File: src/rtl/aft_pkg.sv
// types, constants and fixed-point helpers for the affine transform pipeline
// no dependencies
package aft_pkg;

    localparam int COORD_W   = 32;
    localparam int FRAC_BITS = 16;
    localparam int PROD_W    = 2 * COORD_W;
    localparam int CFG_W     = 2 * COORD_W;
    localparam int CFG_IDX_W = 3;
    localparam int LATENCY   = 9;

    typedef logic signed [COORD_W-1:0] t_coord;

    localparam t_coord Q_ONE = t_coord'(64'd1 << FRAC_BITS);

    typedef enum logic [1:0] {
        OP_POINT,
        OP_VECTOR,
        OP_NORMAL,
        OP_PLANE
    } t_op;

    typedef enum logic [CFG_IDX_W-1:0] {
        REG_FORWARD_XY,
        REG_FORWARD_Z_LEFT_X,
        REG_LEFT_YZ,
        REG_UP_XY,
        REG_UP_Z_POS_X,
        REG_POS_YZ,
        REG_SCALE
    } t_reg_idx;

    typedef struct packed {
        t_coord [2:0] fwd;
        t_coord [2:0] left;
        t_coord [2:0] up;
        t_coord [2:0] pos;
        t_coord       scale;
    } t_xform;

    typedef struct packed {
        logic valid;
        t_op  op;
        logic last;
    } t_ctl;

    function automatic t_coord sat_c(input logic signed [PROD_W-1:0] v);
        logic signed [PROD_W-1:0] hi;
        logic signed [PROD_W-1:0] lo;
        hi = {{(PROD_W-COORD_W+1){1'b0}}, {(COORD_W-1){1'b1}}};
        lo = {{(PROD_W-COORD_W+1){1'b1}}, {(COORD_W-1){1'b0}}};
        if (v > hi) begin
            sat_c = hi[COORD_W-1:0];
        end else if (v < lo) begin
            sat_c = lo[COORD_W-1:0];
        end else begin
            sat_c = v[COORD_W-1:0];
        end
    endfunction

    // exact product, floor shift, saturate
    function automatic t_coord mul_q(input t_coord a, input t_coord b);
        logic signed [PROD_W-1:0] p;
        p = a * b;
        mul_q = sat_c(p >>> FRAC_BITS);
    endfunction

    function automatic t_coord add_sat(input t_coord a, input t_coord b);
        logic signed [COORD_W:0] s;
        s = {a[COORD_W-1], a} + {b[COORD_W-1], b};
        if (s[COORD_W] != s[COORD_W-1]) begin
            add_sat = s[COORD_W] ? {1'b1, {(COORD_W-1){1'b0}}}
                                 : {1'b0, {(COORD_W-1){1'b1}}};
        end else begin
            add_sat = s[COORD_W-1:0];
        end
    endfunction

endpackage

File: src/rtl/aft_cfg.sv
// configuration register file: basis columns, position and scale
// depends on aft_pkg
module aft_cfg
    import aft_pkg::*;
(
    input  logic                 i_clk,
    input  logic                 i_rst_n,
    input  logic                 i_cfg_valid,
    input  logic [CFG_IDX_W-1:0] i_cfg_index,
    input  logic [CFG_W-1:0]     i_cfg_data,
    output logic                 o_cfg_ready,
    output t_xform               o_xform
);

    t_xform r_xform;
    t_coord w_lo;
    t_coord w_hi;

    assign w_lo        = i_cfg_data[COORD_W-1:0];
    assign w_hi        = i_cfg_data[CFG_W-1:COORD_W];
    assign o_cfg_ready = 1'b1;
    assign o_xform     = r_xform;

    always_ff @(posedge i_clk) begin
        if (!i_rst_n) begin
            r_xform.fwd   <= {{(2*COORD_W){1'b0}}, Q_ONE};
            r_xform.left  <= {{COORD_W{1'b0}}, Q_ONE, {COORD_W{1'b0}}};
            r_xform.up    <= {Q_ONE, {(2*COORD_W){1'b0}}};
            r_xform.pos   <= '0;
            r_xform.scale <= Q_ONE;
        end else if (i_cfg_valid && o_cfg_ready) begin
            case (i_cfg_index)
                REG_FORWARD_XY: begin
                    r_xform.fwd[0] <= w_lo;
                    r_xform.fwd[1] <= w_hi;
                end
                REG_FORWARD_Z_LEFT_X: begin
                    r_xform.fwd[2]  <= w_lo;
                    r_xform.left[0] <= w_hi;
                end
                REG_LEFT_YZ: begin
                    r_xform.left[1] <= w_lo;
                    r_xform.left[2] <= w_hi;
                end
                REG_UP_XY: begin
                    r_xform.up[0] <= w_lo;
                    r_xform.up[1] <= w_hi;
                end
                REG_UP_Z_POS_X: begin
                    r_xform.up[2]  <= w_lo;
                    r_xform.pos[0] <= w_hi;
                end
                REG_POS_YZ: begin
                    r_xform.pos[1] <= w_lo;
                    r_xform.pos[2] <= w_hi;
                end
                REG_SCALE: begin
                    r_xform.scale <= w_lo;
                end
                default: begin
                end
            endcase
        end
    end

endmodule

File: config.mk
export PLATFORM = sky130hd
export DESIGN_NAME = aft_cfg
export DESIGN_NICKNAME = d
export VERILOG_FILES = /design/src/rtl/aft_pkg.sv /design/src/rtl/aft_cfg.sv
export SDC_FILE = /design/constraint.sdc
export NUM_CORES = 1
export LEC_CHECK = 0
export ABC_AREA = 1
export BUFFER_PORTS_ARGS = -buffer_cell sky130_fd_sc_hd__buf_2
export CORE_MARGIN = 2
export CORE_UTILIZATION = 40
export CTS_CLUSTER_DIAMETER = 60
export DETAILED_ROUTE_END_ITERATION = 6
export HOLD_SLACK_MARGIN = 0.02
export PLACE_DENSITY_LB_ADDON = 0.12
export REMOVE_ABC_BUFFERS = 1
export SETUP_SLACK_MARGIN = 0.05
export SLEW_MARGIN = 15
export SYNTH_ARGS = -nofsm -noshare
export SYNTH_HDL_FRONTEND = slang
export SYNTH_SLANG_ARGS = --single-unit
File: constraint.sdc
create_clock -name i_clk -period 1.6 [get_ports i_clk]
set_clock_uncertainty 0.2 [all_clocks]
set_input_delay 0.16 -clock i_clk [delete_from_list [all_inputs] [get_ports i_clk]]
set_output_delay 0.16 -clock i_clk [all_outputs]
set_load 0.03 [all_outputs]
; ---- After elaboration in Yosys (flattened, before gate mapping)
; Index checks and enable logic that the tools add are counted.
[classes]
eq_ne = 6
n_reduce_logical = 8
[op_table]
columns = op, n
row1 = $reduce_and A2 Y1, 7
row2 = $eq A3 B3 Y1 const B, 3
row3 = $eq A3 B2 Y1 const B, 2
row4 = $eq A3 B1 Y1 const B, 1
row5 = $logic_not A3 Y1, 1
[totals]
out_inout_bits = 417
wordCells = 27
ff_bits = 416

; ---- Depth between registers and ports, before layout
[depth]
depth_word = 2
mapped_depth = 8
mapped_depth_nobuf = 5

; ---- Worst setup path before layout
; Ideal clock, no wire load.
[synth_path]
kind = in2reg
startpoint = input port i_cfg_index[0]
endpoint = register r_xform (netlist bit o_xform[193])
setup_time_ns = 0.113
cell_stages = 7
setup_slack_ns = 0.293
arrival_time_ns = 0.994
cell_sequence = buf_4 > nor2_4 > buf_4 > buf_2 > nand3_1 > nand2_1 > nor2_1
[synth_between]
elab_chain_len = 2
[synth_lines]
columns = item, line
row1 = start: declaration, aft_cfg.sv:9  ; input logic [CFG_IDX_W-1:0] i_cfg_index,
row2 = $eq A3 B3 Y1, aft_cfg.sv:32  ; case (i_cfg_index)
row3 = $reduce_and A2 Y1 (no line), -
row4 = end: declaration, aft_cfg.sv:15  ; t_xform r_xform;
; No other way between the ends.
; A chain may end at the register's enable or synchronous reset.

; ---- Worst setup path in the final report
[layout_path]
startpoint = input port i_cfg_index[0]
endpoint = register r_xform (netlist bit o_xform[101])
; Same word-level chain as after synthesis.

==> run summary <==
CTS placed an instance of sky130_fd_sc_hd__clkbuf_16 at the clock tree root. The count of buffers added on input and output ports is 485. The switching fraction of total power is 26.6%, and the die boundary height is 209 um. After routing the design area is 22700 sq um. Number of design rule violations left after detail routing: 0.

The number of register bits inferred by synthesis came out at 416. Per-cell routed wire length: 17.5 um. The post-route fraction of the period consumed by the critical path came out at 95.9%. Combinational logic burns 13.6% of the power. The placed instances occupy a cell area of 19800 sq um.

The tightest min-delay check is of the input port to flop type. For the final routed database, the setup TNS stands at 0 ns. Counting flops with an async set or reset pin after synthesis yields a share of 0%.

The wire-length estimate of the detail-placed layout is 38700 um. Area of the die: 43700 sq um. The share of the Yosys chip area taken by registers is 49.5%. After synthesis the cells add up to 16800 sq um. Wire length of the first global-routing pass: 92100 um. The leading area contributor after synthesis is sky130_fd_sc_hd__dfxtp_1.

Ranked by total cell area, the synthesized netlist is headed by sky130_fd_sc_hd__dfxtp_1 (49%), sky130_fd_sc_hd__nor2_1 (18%), sky130_fd_sc_hd__nand3_1 (12%), sky130_fd_sc_hd__nand2_1 (9.4%), sky130_fd_sc_hd__buf_6 (4.0%). Data on the critical path arrives at its endpoint at 1.80 ns. STA classifies the critical path startpoint as an input port. Of all nets on the critical path, the largest fanout is 66. At the end of routability-driven placement, the weighted congestion stood at 0.815. The clock reaches the later pin of the worst-skew pair after 0.57 ns.

The finished layout holds 3464 standard cells, fillers aside. TritonCTS built the clock tree. In this run, the clock network consumes 43.7% of the power. Entering global routing, the biggest net connects 67 pins. Based on the critical path, the design can be clocked at up to 652 MHz. Setup violations remaining at the end of the flow were counted as 0. The internal cell power is 18.8 mW, and the number of flops mapped to enable cells by yosys is 0. The logs give 0 for the final number of hold-violating endpoints and 0 for the count of yosys warnings during synthesis. The proportion of netlist area held by the largest area contributor works out to 49.5%. Hold timing on the final database bottoms out at a slack of 0.0483 ns.

Setup repair after global routing could not meet its margin everywhere. The type of element capturing the critical path was a flop. The run gives 416 as the total clock sinks. At the pin with the least slew margin, the transition time is 0.574 ns.

Synthesis handed over a netlist of 2342 instances. The die is 209 um wide. Global routing finished with a remaining overflow of 0. The tools report the via count of the first global-routing pass as 15900. Global routing used 27.0% of the available tracks across all layers.

Clock tree synthesis inserted a total of 46 buffers. The I/O pin count was 487; the number of H-tree branching levels was 2. The core region area is 41800 sq um. The total power density per cell area was 1130 nW/um^2.

The run gives 3266 as the instance count after placement with tap cells included. The number of optimization iterations in the first detailed-route pass is 7, and the final-stage net count is 2962. For this configuration, the core starts out at a cell density of 40.3%.

Across the run, the number of max-cap violations was 0. Tightest slew margin relative to the limit: 61.7%. From synthesis to final layout, the design area changed by 35.2%. The tools report the number of distinct library cells after synthesis as 19. Number of rows in the core area: 75. The commonest cells after synthesis are sky130_fd_sc_hd__nor2_1 (825), sky130_fd_sc_hd__nand2_1 (421), sky130_fd_sc_hd__dfxtp_1 (416), sky130_fd_sc_hd__nand3_1 (416), sky130_fd_sc_hd__inv_1 (66). The worst register-to-register path begins at o_xform[272]. The detail route stage leaves a number of antenna-violating nets equal to 0.

Number of antenna violations at the first check in global routing: 0. The tools report the final count of pins violating max slew as 0. The detailed router finished its first iteration with 1181 violations. The sequential power share is 42.6%. Dividing the detail-routed via count by the number of cells gives 4.94. Summed over all nets, the switching power comes to 6.82 mW.

The worst setup path is of the input port to flop kind. Of the cells placed in the final design, the portion with a size suffix greater than 1 is 22.6%. After clock tree synthesis, the clock-pin slew on the worst setup and hold paths is 0.06 ns.

The run gives 60700 um as the total length of routed wires. The register with the most flip-flops in the layout has 416 of them. The repair_antennas step left the layout with diodes totalling 0.

Maximum clock path buffer count: 3. The final critical-path required period works out to 1.53 ns. In this run the worst setup path begins at i_cfg_index[0]. In the post-synthesis netlist, the cell with the most instances is sky130_fd_sc_hd__nor2_1.

Mean instance size in the synthesized netlist: 7.19 sq um. The overall power after layout was 25.7 mW. The flow ran to the end, and the final reports show no timing, DRC or antenna violations. Across the VDD grid, the largest voltage drop is 791 uV.

The most frequently used flop master after synthesis is sky130_fd_sc_hd__dfxtp_1. The leakage power came out at 11.0 nW. At the worst endpoint, the required time is 1.87 ns. The tools report the via count as 17100. In this run the most critical hold path is launched from i_rst_n.
cell usage in the layout, fill, tap and decap left out, types with 4 or more instances in the layout:
master,instances
sky130_fd_sc_hd__nor2_1,824
sky130_fd_sc_hd__buf_2,431
sky130_fd_sc_hd__nand2_1,421
sky130_fd_sc_hd__nand3_1,416
sky130_fd_sc_hd__dfxtp_1,413
sky130_fd_sc_hd__dlygate4sd3_1,109
sky130_fd_sc_hd__inv_1,63
sky130_fd_sc_hd__buf_4,60
sky130_fd_sc_hd__clkbuf_16,49
sky130_fd_sc_hd__buf_12,46
sky130_fd_sc_hd__clkbuf_4,25
sky130_fd_sc_hd__clkbuf_8,16
sky130_fd_sc_hd__nor2_4,9
sky130_fd_sc_hd__clkbuf_1,9
sky130_fd_sc_hd__dlymetal6s4s_1,5
sky130_fd_sc_hd__bufinv_16,4
power by group through the flow:
stage          Clock [mW]  Sequential, mW  Combinational, mW
3_3_place_gp            0            11.1               3.19
2_1_floorplan           0            11.8               1.15
5_1_grt              11.8            11.0               3.78
4_1_cts              11.4            10.9               3.47
3_5_place_dp            0            11.2               3.21
6_report             11.2            10.9               3.49
what timing repair did:
item	CTS	global route
gates resized for setup	17	59
pin swaps	0	1
setup endpoints to repair	17	99
setup buffers	0	1
hold endpoints to repair	416	0
hold buffers	116	0
worst max-delay path, stage by stage:
cell,delay (ns)
sky130_fd_sc_hd__buf_2,0.22
sky130_fd_sc_hd__inv_2,0.10
sky130_fd_sc_hd__nor2_4,0.15
sky130_fd_sc_hd__buf_12,0.28
sky130_fd_sc_hd__nand3_1,0.12
sky130_fd_sc_hd__nand2_1,0.08
sky130_fd_sc_hd__dlygate4sd3_1,0.56
sky130_fd_sc_hd__nor2_1,0.04
metal layers:
metal	share of wire, %	up-vias	GRT usage, %
met5	0	-	0
met4	4.2	0	11.2
met3	7.6	124	6.79
met2	46	613	43.5
met1	43	7977	34.5
li1	-	8390	-
cell families (layout without fill, tap and decap cells):
kind of cell / Yosys count / count (layout) / synth area share [%]
other: 1 / 1 / 0.0223
flip-flops: 416 / 416 / 49.5
AO/OA/AOI/OAI: 2 / 2 / 0.0595
buffers and inverters: 246 / 829 / 9.24
AND/OR/NAND/NOR: 1677 / 1677 / 41.2
final timing paths:
kind,cells after the start,slack (ns),endpoint
setup / recovery,8,0.07,o_xform[101]
hold / removal,5,0.05,o_xform[415]
setup reg to reg,3,0.25,o_xform[272]
hold reg to reg,2,0.27,o_xform[156]
through the flow:
step	util (%)	worst slack, ns
2_1_floorplan	-	-3.15
6_report	54.5	0.0663
5_1_grt	54.5	0.0190
3_3_place_gp	47.4	0.0522
4_1_cts	54.2	0.0507
3_5_place_dp	47.4	0.0447
cell type report:
class,instances,area (sq um)
clock inverters,7,135
fillers,4096,19000
repair buffers,678,4900
flip-flops and latches,416,8330
well taps,539,674
inverters,70,275
clock buffers,74,1480
multi-input cells,1680,6960
No activity file was read; power rests on OpenSTA's default activity.
